`src/hw/rtl/running_stats_accumulator_defines.svh`:
```
// -----------------------------------------------------------------------------
// Running stats accumulator assertion macros
// Concurrent assertion helpers, compiled out for synthesis.
// -----------------------------------------------------------------------------
`ifndef RUNNING_STATS_ACCUMULATOR_DEFINES_SVH
`define RUNNING_STATS_ACCUMULATOR_DEFINES_SVH
`ifndef SYNTHESIS
`define RSA_ASSERT(lbl, prop, msg) \
  lbl: assert property (@(posedge clk_i) disable iff (!rst_ni) prop) else $error(msg);
`define RSA_ASSERT_NEXT(lbl, ante, cons, msg) \
  lbl: assert property (@(posedge clk_i) disable iff (!rst_ni) (ante) |=> (cons)) \
    else $error(msg);
`else
`define RSA_ASSERT(lbl, prop, msg)
`define RSA_ASSERT_NEXT(lbl, ante, cons, msg)
`endif
`endif

```
`src/hw/rtl/rsa_pkg.sv`:
```
// -----------------------------------------------------------------------------
// Running stats accumulator package
// Shared widths, codes and request/result types.
// -----------------------------------------------------------------------------
`default_nettype none
package rsa_pkg;
  localparam int MAX_METRICS_DEF = 16;
  localparam int IDX_W   = 4;
  localparam int VAL_W   = 24;
  localparam int CNT_W   = 16;
  localparam int SUM_W   = 40;
  localparam int SQ_W    = 63;
  localparam int CFG_W   = 5;
  localparam int VAR_W   = 64;
  localparam int DIV_W   = 80;
  localparam int STEP_W  = $clog2(DIV_W + 1);
  localparam int QDEPTH  = 2;
  localparam logic [CFG_W-1:0] METRICS_RESET = 5'd10;
  localparam logic [CNT_W-1:0] COUNT_MAX = '1;
  localparam logic [VAL_W-1:0] STD_MAX = '1;

  typedef enum logic [1:0] {
    REQ_SAMPLE = 2'd0,
    REQ_REPORT = 2'd1,
    REQ_CLEAR  = 2'd2,
    REQ_NOP    = 2'd3
  } req_type_e;

  typedef enum logic [2:0] {
    OP_SAMPLE = 3'd0,
    OP_REPORT = 3'd1,
    OP_CLEAR  = 3'd2,
    OP_NOP    = 3'd3,
    OP_ERROR  = 3'd4
  } cmd_op_e;

  typedef struct packed {
    cmd_op_e                  op;
    logic [IDX_W-1:0]         idx;
    logic signed [VAL_W-1:0]  value;
  } cmd_t;

  typedef struct packed {
    logic [VAL_W-1:0] std_v;
    logic [VAL_W-1:0] mean_v;
    logic [VAL_W-1:0] max_v;
    logic [VAL_W-1:0] min_v;
    logic [VAL_W-1:0] last_v;
    logic [VAL_W-1:0] first_v;
    logic [CNT_W-1:0] count;
    logic             index_error;
    logic             has_spread;
    logic             has_data;
  } result_t;
endpackage
`default_nettype wire

```
`src/hw/rtl/rsa_front.sv`:
```
// -----------------------------------------------------------------------------
// Running stats front end
// Accepts requests, checks the index, classifies and queues them.
// -----------------------------------------------------------------------------
`default_nettype none
module rsa_front import rsa_pkg::*; #(
  parameter int MAX_METRICS = MAX_METRICS_DEF
) (
  input  wire logic             clk_i,
  input  wire logic             rst_ni,
  input  wire logic             cfg_valid_i,
  output logic                  cfg_ready_o,
  input  wire logic [CFG_W-1:0] cfg_data_i,
  input  wire logic             in_valid_i,
  output logic                  in_ready_o,
  input  wire logic [1:0]       in_type_i,
  input  wire logic [IDX_W-1:0] in_idx_i,
  input  wire logic [VAL_W-1:0] in_value_i,
  input  wire logic             in_flag_i,
  output logic                  cmd_valid_o,
  input  wire logic             cmd_ready_i,
  output cmd_t                  cmd_o
);
  localparam int PW = (QDEPTH > 1) ? $clog2(QDEPTH) : 1;
  localparam int CW = $clog2(QDEPTH + 1);

  logic [CFG_W-1:0] metrics_q;
  cmd_t             q_mem [QDEPTH];
  logic [PW-1:0]    wptr_q, rptr_q;
  logic [CW-1:0]    cnt_q;
  logic             idx_ok, push, pop;
  cmd_t             cmd_new;

  assign cfg_ready_o = 1'b1;

  always_ff @(posedge clk_i or negedge rst_ni) begin
    if (!rst_ni) begin
      metrics_q <= METRICS_RESET;
    end else if (cfg_valid_i) begin
      metrics_q <= cfg_data_i;
    end
  end

  assign idx_ok = ({1'b0, in_idx_i} < metrics_q) && (32'(in_idx_i) < MAX_METRICS);

  always_comb begin
    cmd_new.idx   = in_idx_i;
    cmd_new.value = in_value_i;
    case (req_type_e'(in_type_i))
      REQ_SAMPLE: cmd_new.op = !idx_ok ? OP_ERROR : (in_flag_i ? OP_SAMPLE : OP_REPORT);
      REQ_REPORT: cmd_new.op = idx_ok ? OP_REPORT : OP_ERROR;
      REQ_CLEAR:  cmd_new.op = OP_CLEAR;
      default:    cmd_new.op = OP_NOP;
    endcase
  end

  assign in_ready_o  = (cnt_q != CW'(QDEPTH));
  assign cmd_valid_o = (cnt_q != '0);
  assign push        = in_valid_i && in_ready_o;
  assign pop         = cmd_valid_o && cmd_ready_i;
  assign cmd_o       = q_mem[rptr_q];

  always_ff @(posedge clk_i) begin
    if (push) begin
      q_mem[wptr_q] <= cmd_new;
    end
  end

  always_ff @(posedge clk_i or negedge rst_ni) begin
    if (!rst_ni) begin
      wptr_q <= '0;
      rptr_q <= '0;
      cnt_q  <= '0;
    end else begin
      if (push) begin
        wptr_q <= (wptr_q == PW'(QDEPTH - 1)) ? '0 : wptr_q + 1'b1;
      end
      if (pop) begin
        rptr_q <= (rptr_q == PW'(QDEPTH - 1)) ? '0 : rptr_q + 1'b1;
      end
      if (push && !pop) begin
        cnt_q <= cnt_q + 1'b1;
      end else if (pop && !push) begin
        cnt_q <= cnt_q - 1'b1;
      end
    end
  end
endmodule
`default_nettype wire

```
`config.mk`:
```
export PLATFORM = sky130hd
export DESIGN_NAME = rsa_front
export DESIGN_NICKNAME = d
export VERILOG_FILES = /design/src/hw/rtl/running_stats_accumulator_defines.svh /design/src/hw/rtl/rsa_pkg.sv /design/src/hw/rtl/rsa_front.sv
export SDC_FILE = /design/constraint.sdc
export NUM_CORES = 1
export LEC_CHECK = 0
export BUFFER_PORTS_ARGS = -buffer_cell sky130_fd_sc_hd__buf_2
export CORE_ASPECT_RATIO = 1.4
export CORE_MARGIN = 2
export CORE_UTILIZATION = 47
export DETAILED_ROUTE_END_ITERATION = 8
export PLACE_DENSITY_LB_ADDON = 0.1
export SKIP_LAST_GASP = 1
export SLEW_MARGIN = 10
export SYNTH_ARGS = -nofsm -noshare
export SYNTH_HDL_FRONTEND = slang
export SYNTH_SLANG_ARGS = --single-unit
```
`constraint.sdc`:
```
create_clock -name clk_i -period 2.62 [get_ports clk_i]
set_clock_uncertainty 0.1 [all_clocks]
set_input_delay 0.524 -clock clk_i [delete_from_list [all_inputs] [get_ports clk_i]]
set_output_delay 0.524 -clock clk_i [all_outputs]
set_load 0.05 [all_outputs]
```
Yosys cells after proc, flatten, opt, wreduce, memory -nomap -nowiden
Memories as Yosys holds them, arrays and structs flattened.
Cells that the tools add are included.
Storage, ports and cells
  memories: 1
  output and inout port bits: 34
  register bits: 9
  bits in writable memories: 62
  logic and storage cells: 32
Memories
  q_mem: words 2, width 31, rd ports 1, clocked after memory_dff 0, write ports 1, line rsa_front.sv:28  | cmd_t q_mem [QDEPTH];
Cells by class
  reductions and logical operators: 9
  $lt $le $gt $ge: 1
  add/subtract/negate cells: 4
  eq/ne operators: 3
  muxes and demuxes: 10
Operators with widths (number)
  $pmux 3 s3: 1
  $mux 3: 2
  $lt 4x5->1: 1
  $mux 1: 5
  $logic_and 1x1->1: 4
  $mux 2: 2
  $reduce_bool 2->1: 2
  $add 1x1->1 const B: 2
  $add 2x1->2 const B: 1
  $eq 2x1->1 const B: 1
  $eq 2x2->1 const B: 1
  $logic_not 1->1: 2
  $logic_not 2->1: 1
  $ne 2x2->1 const B: 1
  $sub 2x1->2 const B: 1

Longest topological paths before layout
Gate-level depths: netlist (run 1).
  depth after elaboration: 6
  depth in mapped cells: 7
  depth with buffers taken out: 7

Worst setup path after synthesis (run 1)
OpenSTA, ideal clock, no wires.
  path kind: reg-to-reg
  from: register cnt_q[0]
  to: memory q_mem[0][0] in the netlist's numbering (enable)
  clock period less this slack: 2903 ps
  buffers on the path: 0
  library setup time: 419 ps
  cell stages (with the launch flop): 4
  data arrival time: 2384 ps
  setup slack: -283 ps
  cell sequence: dfrtp_1 -> nand2b_1 -> nand2_1 -> nor2_1
Between the ends
  word-level cells in the longest chain between the ends: 4
Ends and longest elaborated chain
  from (decl): line rsa_front.sv:30  | logic [CW-1:0] cnt_q;
  from (signal assigned): line rsa_front.sv:82  | cnt_q <= cnt_q + 1'b1;
  from (signal assigned): line rsa_front.sv:84  | cnt_q <= cnt_q - 1'b1;
  $ne 2x2->1: line rsa_front.sv:57  | assign in_ready_o = (cnt_q != CW'(QDEPTH));
  named net in_ready_o: line rsa_front.sv:15  | output logic in_ready_o,
  $logic_and 1x1->1: line rsa_front.sv:59  | assign push = in_valid_i && in_ready_o;
  $mux 1: line rsa_front.sv:64  | if (push) begin
  $mux 1 (implied by the code): line rsa_front.sv:65  | q_mem[wptr_q] <= cmd_new;
  to (decl): line rsa_front.sv:28
The timed path passes the listed nets, and every way through them passes these cells.

==> metrics.txt, run 1 <==
outcome completed; clock share of power 0.197; Mapped Avg Cell Area 19.6 um^2; post-route ant nets 0; Num CTS Buffers 9; Setup-failing EPs final 0; Max VDD drop 0.883 mV; min-delay src in_value_i[3]; setup slack after layout 0.200 ns; CTS H-tree depth 3; Overflow after GRT 0; share of cells above drive strength 1 0.551; Initial Util 0.489; r2r startpoint cnt_q[0]; f_max 413 MHz; Synth Area in XOR/XNOR 0.0152; DIE WIDTH 70.2 um; reg2reg setup slack 0.85 ns; CP arrival 1.80 ns; Setup TNS 0 ns; hold-fix buffers at CTS 1; switching power 0.00175 W; nets 275; Pint 0.00272 W; Netlist Area Pre-Place 2890 um^2; RSZ-0062 raised after global routing false; Synth Area in Simple Gates 0.0225; Final Cycle Share 0.924; WL/cell 15.4 um; power per cell area 1270 nW/um^2; largest net degree at the start of global routing 32; Synth Area in Compound Gates 0.0178; insertion delay to the later sink of the worst-skew pair 0.32 ns; IO buf count 73; via count 1486; crit path capture type output port; initial antenna violation count 0; Total Routing Usage GR 0.148; vias in the first global route 1625; num rows 33; post-CTS sizing 0; multiplexer share of the synthesized area 0.166; Ports 75; vias per inst 4.89; Reg clk slew, reported paths 0.07 ns; Max-Cap Viols 0; pre-CTS WS 0.534 ns; first-pass GRT wire length 7580 um; Worst Hold Class in -> reg; # DRC 0; CTS tree built; power share of the combinational group 0.426; gpl congestion 0.737; worst-path maximum fanout 15; router iterations before antenna repair 4; main combinational cell family by area after synthesis multiplexers; flops & latches, synth 71; Required @ worst endpoint 2.00 ns; P&R area growth vs syn 22.0%; number of post-CTS setup repair buffers 0; CTS root buf clkbuf_8; Lkg Pwr 1.48 nW; Final Max Slew Viols 0; # diodes 0; Cells after Synth 147; Critical Setup Path Class reg -> out; final WL 4680 um; die height 96.7 um; Switching Share 0.391; register area share after synthesis 0.724; DRT iter0 DRCs 128; Worst setup startpoint rptr_q; Synth Warn # 0; Final HPWL DP 3350 um; final hold violations 0; core box area 5900 um^2; sequential share of power 0.377; syn_nets 192; Sink Count 71; Die ar. 6790 um^2; clock buffer depth 2; Synth cell types 26; Final Critical Period 2.42 ns; Post-Synth Adder-Cell Area 0.0173; Critical Path Start Type register
-- power by group through the flow --
stage | sequential (W) | clock (W) | combinational [W]
2_1_floorplan | 0.00162 | 0 | 0.00170
3_3_place_gp | 0.00169 | 0 | 0.00189
3_5_place_dp | 0.00171 | 0 | 0.00192
4_1_cts | 0.00169 | 0.000910 | 0.00193
5_1_grt | 0.00172 | 0.000953 | 0.00200
6_report | 0.00168 | 0.000878 | 0.00190
-- worst max-delay path: stages (launching register included) --
cell     delay (ns)
dfrtp_2        0.67
buf_4          0.28
mux2_4         0.31
buf_2          0.21
-- path summary, 6_finish.rpt --
check | to | cells past startpoint
min in group asynchronous | metrics_q[0] | 2
setup / recovery | cmd_o[26] | 3
hold reg to reg | cnt_q[1] | 1
hold / removal | q_mem[0][3] | 1
max in group asynchronous | metrics_q[3] | 2
setup reg to reg | q_mem[0][14] | 4
-- registers in the layout, indices dropped and copies added (netlist names) --
register,cells
rptr_q,1
q_mem,62
cnt_q,2
wptr_q,1
metrics_q,5
-- cells in the mapped netlist --
master	n	area, um^2
nor2_1	3	11.3
clkbuf_1	1	3.75
dfstp_2	2	52.6
nand2b_1	2	12.5
nand2_1	6	22.5
o21bai_1	1	7.51
buf_4	1	7.51
mux2_2	4	45.0
and3_1	1	6.26
xnor2_1	3	26.3
or2_1	1	6.26
dfrtp_1	7	175
buf_2	1	5.00
o21ai_0	4	20.0
o211a_1	1	10.0
mux2_4	29	435
a21o_1	1	7.51
buf_12	3	60.1
buf_6	1	11.3
a31oi_1	1	6.26
ha_1	4	50.1
xor2_1	2	17.5
edfxtp_1	62	1860
nand2_2	1	6.26
inv_1	4	15.0
conb_1	1	3.75
-- cells in the final DEF, fill, tap and decap left out, types with 2 or more instances in the layout --
| cell | instances |
|---|---|
| buf_2 | 73 |
| xnor2_1 | 3 |
| mux2_4 | 29 |
| o21ai_0 | 4 |
| mux2_2 | 4 |
| xor2_1 | 2 |
| nand2b_1 | 2 |
| dfstp_2 | 2 |
| dfrtp_1 | 6 |
| inv_1 | 4 |
| ha_1 | 4 |
| edfxtp_1 | 62 |
| buf_4 | 4 |
| bufinv_16 | 2 |
| clkinv_2 | 2 |
| nand2_1 | 6 |
| nor2_1 | 2 |
| clkbuf_8 | 9 |
-- per-layer routing --
metal	part of all wire	routed length, um	global-route usage
met1	0.38	1770	0.156
met4	0.0053	25	0.0577
met3	0.062	290	0.0594
met2	0.55	2600	0.259
met5	0	0	0
-- kinds of logic (layout without fill, tap and decap cells) --
family	Yosys count	in the layout
DFF	71	71
muxes	33	33
and+or+nand+nor	14	14
buffers and inverters	11	98
AOI/OAI and AO/OA	8	8
xor gates and xnor gates	5	5
adders and majority gates	4	4
other	1	1
-- cell type report --
type / instances / area, um^2
Clock buffer: 10 / 128
Tap cell: 70 / 87.6
Sequential cell: 71 / 2090
Timing Repair Buffer: 79 / 425
Inverter: 4 / 15.0
Clock inverter: 5 / 73.8
Fill cell: 461 / 2380
Multi-Input combinational cell: 65 / 702
-- through the flow --
| step | instance area [um^2] | power, W | std cells | hold WS (ns) | utilization |
|---|---|---|---|---|---|
| 6_report | 3520 | 0.00446 | 304 | 0.282 | 0.597 |
| 3_3_place_gp | 3310 | 0.00358 | 288 | 0.281 | 0.561 |
| 3_5_place_dp | 3310 | 0.00363 | 288 | 0.287 | 0.561 |
| 4_1_cts | 3520 | 0.00452 | 304 | 0.259 | 0.597 |
| 5_1_grt | 3520 | 0.00467 | 304 | 0.255 | 0.597 |
| 2_1_floorplan | 2890 | 0.00332 | 147 | 0.128 | - |
No activity file was read; power rests on OpenSTA's default activity.
==> run 2, diff against run 1 <==
Settings changed: CORE_UTILIZATION 47 to 30.
==> run 2 against run 1 <==
Compared with the run above: sequential power is essentially flat; count of clock-buffer cells in the layout down 1; wire length rose by 4.1%; cell area rose by 4.7%; hold slack improved by 0.0025 ns; critical path type unchanged; largest cell class unchanged.
==> metrics.txt, run 2 (synthesis results as in run 1) <==
Initial Util 0.307; hold-fix buffers at CTS 1; vias in the first global route 1512; Die ar. 10400 um^2; insertion delay to the later sink of the worst-skew pair 0.33 ns; Top reg by flops q_mem; Final Critical Period 2.28 ns; # diodes 0; number of post-CTS setup repair buffers 0; largest net degree at the start of global routing 32; CTS H-tree depth 3; Required @ worst endpoint 2.00 ns; CTS root buf clkbuf_16; die height 120 um; initial antenna violation count 0; Worst Hold Class in -> reg; hold path depth 1; Max-Cap Viols 0; Num CTS Buffers 9; final hold violations 0; Critical Path Start Type register; clock buffer depth 2; post-CTS sizing 0; DRT iter0 DRCs 42; CP arrival 1.66 ns; worst-path maximum fanout 9; num rows 42; IO buf count 73; core box area 9410 um^2; reg2reg setup slack 0.87 ns; Sink Count 71; Hold WS 0.284 ns; final WL 4870 um; DIE WIDTH 86.9 um; commonest non-fill, non-tap cells in the layout buf_2, edfxtp_1, mux2_4, clkbuf_16; Hold EP q_mem[1][2]; P&R area growth vs syn 27.8%; Largest regs q_mem: 62 flops, metrics_q: 5 flops, cnt_q: 2 flops; Final Max Slew Viols 0; Overflow after GRT 0; Critical Setup Path Class reg -> out; most common cell after layout, fill and taps aside buf_2; Total Routing Usage GR 0.0999; Max VDD drop 0.688 mV; via count 1476; outcome completed; vias per inst 4.29; Reg clk slew, reported paths 0.06 ns; first-pass GRT wire length 7510 um; Post-DP Area 3370 um^2; share of cells above drive strength 1 0.547; WL/cell 14.2 um; RSZ-0062 raised after global routing false; Finished Cell Area 3690 um^2; Final HPWL DP 3340 um; CTS tree built; Crit Reg-Reg Endpoint q_mem[0][24]; crit path capture type output port; power per cell area 1310 nW/um^2; f_max 438 MHz; post-route ant nets 0; Worst Reg2Reg Path Length in Cells 4; Final Cycle Share 0.871; router iterations before antenna repair 4; nets 274; # DRC 0; Setup-failing EPs final 0; Largest register FFs 62; placed insts 327; Lkg Pwr 1.53 nW; min-delay src in_value_i[2]; Setup TNS 0 ns; final cell count without fillers 344; gpl congestion 0.660; Ports 75; r2r startpoint cnt_q[0]
[run 2: changes by cell type in the layout (fill, tap and decap cells not counted), sizes merged]
cell | previous run | this run
buf | 78 | 77
clkbuf | 10 | 9
clkinv | 3 | 4
clkinvlp | 0 | 1
[run 2: per-layer routing]
layer | GRT usage | wire, um
met2 | 0.166 | 2550
met1 | 0.103 | 1850
met3 | 0.0296 | 307
met5 | 0 | 0
met4 | 0.0762 | 164
[run 2: report_power, final]
group	switching, W	total (W)	internal [W]	leakage (nW)
Sequential	0.000112	0.00165	0.00154	0.678
Clock	0.000431	0.00125	0.000824	0.148
Combinational	0.00128	0.00194	0.000660	0.700
Total	0.00183	0.00485	0.00302	1.53
[run 2: per-stage QoR]
stage	setup WS (ns)	util	total power, W
floorplan	0.220	-	0.00332
global placement	0.667	0.358	0.00366
detailed placement	0.648	0.358	0.00366
CTS	0.287	0.392	0.00493
global route	0.253	0.392	0.00507
finish	0.338	0.392	0.00485
[run 2: area by class of cell]
type                    instances  area [um^2]
well taps                     110          138
fillers                       859         5720
clock buffers                   9          225
flip-flops and latches         71         2090
inverters                       4         15.0
multi-input cells              65          702
clock inverters                 7         87.6
repair buffers                 78          430
[run 2: worst max-delay path by stage]
stage              from     endpoint  slack, ns  cells after the start
3_5_place_dp     rptr_q    cmd_o[17]       0.65                      3
3_3_place_gp     rptr_q    cmd_o[12]       0.67                      3
2_1_floorplan  cnt_q[0]  q_mem[0][0]       0.22                      3
4_1_cts          rptr_q    cmd_o[17]       0.29                      3
5_1_grt          rptr_q    cmd_o[15]       0.25                      3
6_report         rptr_q    cmd_o[17]       0.34                      3
[run 2: critical path: stages (launching register included)]
cell and delay [ns]:
dfrtp_2 0.53, buf_4 0.28, mux2_4 0.31, buf_2 0.21
==> run 3, diff against run 2 <==
Settings changed: GPL_TIMING_DRIVEN from default to 0.
==> run 3 against run 2 <==
Compared with the run above: cell area grew 2.7%; hold slack worse by 0.0013 ns; total power up 4.5%; combinational power is 8% higher; clock power rose by 9%; count of clock-buffer cells in the layout is 1 higher; wire length up 2.5%; critical endpoint is now cmd_o[21]; largest cell class unchanged.
==> metrics.txt, run 3 (synthesis results as in run 1) <==
Lkg Pwr 1.57 nW; # diodes 0; setup slack after layout 0.503 ns; Final Critical Period 2.12 ns; initial antenna violation count 0; insertion delay to the later sink of the worst-skew pair 0.33 ns; Max VDD drop 0.696 mV; reg2reg setup slack 0.94 ns; Worst Reg2Reg Path Length in Cells 4; gpl congestion 0.662; vias per inst 4.32; die height 120 um; router iterations before antenna repair 4; first-pass GRT wire length 7660 um; P&R area growth vs syn 31.3%; r2r startpoint cnt_q[0]; Initial Util 0.307; Required @ worst endpoint 2.00 ns; commonest non-fill, non-tap cells in the layout buf_2, edfxtp_1, mux2_4, clkbuf_16, dfrtp_1; Worst path max stage delay 0.37 ns; Overflow after GRT 0; share of cells above drive strength 1 0.555; vias in the first global route 1476; Critical Path Start Type register; Total Routing Usage GR 0.104; Hold EP q_mem[0][7]; DRT iter0 DRCs 42; f_max 472 MHz; worst-path maximum fanout 10; power per cell area 1340 nW/um^2; final hold violations 0; via count 1503; DIE WIDTH 86.9 um; CTS H-tree depth 3; Post-DP Area 3440 um^2; Largest regs q_mem: 62 flops, metrics_q: 5 flops, cnt_q: 2 flops; core box area 9410 um^2; CP arrival 1.49 ns; hold-fix buffers at CTS 1; Crit Reg-Reg Endpoint q_mem[0][17]; Worst Hold Class in -> reg; Reg clk slew, reported paths 0.06 ns; RSZ-0062 raised after global routing false; IO buf count 72; CP Buf/Inv Count 3; most common cell after layout, fill and taps aside buf_2; Worst path top cell family by delay buffers and inverters; Final Max Slew Viols 0; hold path depth 1; nets 278; CTS tree built; Die ar. 10400 um^2; Finished Cell Area 3790 um^2; clock buffer depth 2; Final HPWL DP 3420 um; Setup-failing EPs final 0; pre-CTS WS 0.720 ns; outcome completed; number of post-CTS setup repair buffers 0; final WL 4990 um; Final Cycle Share 0.808; num rows 42; Largest register FFs 62; WL/cell 14.3 um; min-delay src in_value_i[7]; cells along the critical path buf_6, buf_12, mux2_4, buf_2; Critical Setup Path Class reg -> out; slowest stage cell on the critical path dfrtp_1; post-CTS sizing 0; CTS root buf clkbuf_16; Sink Count 71; Ports 75; crit path capture type output port; largest net degree at the start of global routing 22; Top reg by flops q_mem; Num CTS Buffers 9; Max-Cap Viols 0; post-route ant nets 0; # DRC 0
## run 3: area by class of cell
class	instances	area (um^2)
Fill cell	863	5620
Sequential cell	71	2090
Multi-Input combinational cell	65	703
Timing Repair Buffer	75	418
Clock buffer	10	229
Tap cell	110	138
Clock inverter	6	109
Buffer	7	87.6
Inverter	4	15.0
## run 3: worst reg2reg max path, stage by stage, from the launching register on
cell and delay (ns):
dfrtp_1 0.40, nand2b_1 0.16, nand2_1 0.13, nor2_4 0.35, buf_12 0.24
## run 3: worst max-delay path by stage
| stage | endpoint | slack, ns | depth (start not counted) | start |
|---|---|---|---|---|
| final | cmd_o[21] | 0.50 | 4 | rptr_q |
| after global routing | cmd_o[29] | 0.43 | 4 | rptr_q |
| after CTS | cmd_o[21] | 0.47 | 4 | rptr_q |
| after detailed placement | q_mem[1][30] | 0.72 | 5 | in_idx_i[2] |
| after global placement | q_mem[0][7] | -0.05 | 3 | in_valid_i |
| after floorplan | q_mem[0][0] | 0.22 | 3 | cnt_q[0] |
## run 3: metrics by stage
step	hold slack (ns)	power, W	util	cells	setup TNS [ns]
6_report	0.283	0.00507	0.403	348	0
5_1_grt	0.262	0.00531	0.403	348	0
4_1_cts	0.265	0.00517	0.403	348	0
3_5_place_dp	0.295	0.00377	0.366	331	0
3_3_place_gp	0.295	0.00371	0.360	329	-1.53
2_1_floorplan	0.128	0.00332	-	147	0
## run 3: where the power goes
part | leakage (nW) | switching, W | internal, W
Sequential | 0.679 | 0.0000743 | 0.00154
Clock | 0.156 | 0.000436 | 0.000926
Combinational | 0.731 | 0.00135 | 0.000749
## run 3: metal layers
metal,vias up,wire length [um],global-route usage
met5,-,0,0
met4,0,108,0.0615
met3,9,341,0.0468
met2,48,2560,0.165
met1,729,1980,0.112
li1,717,-,-
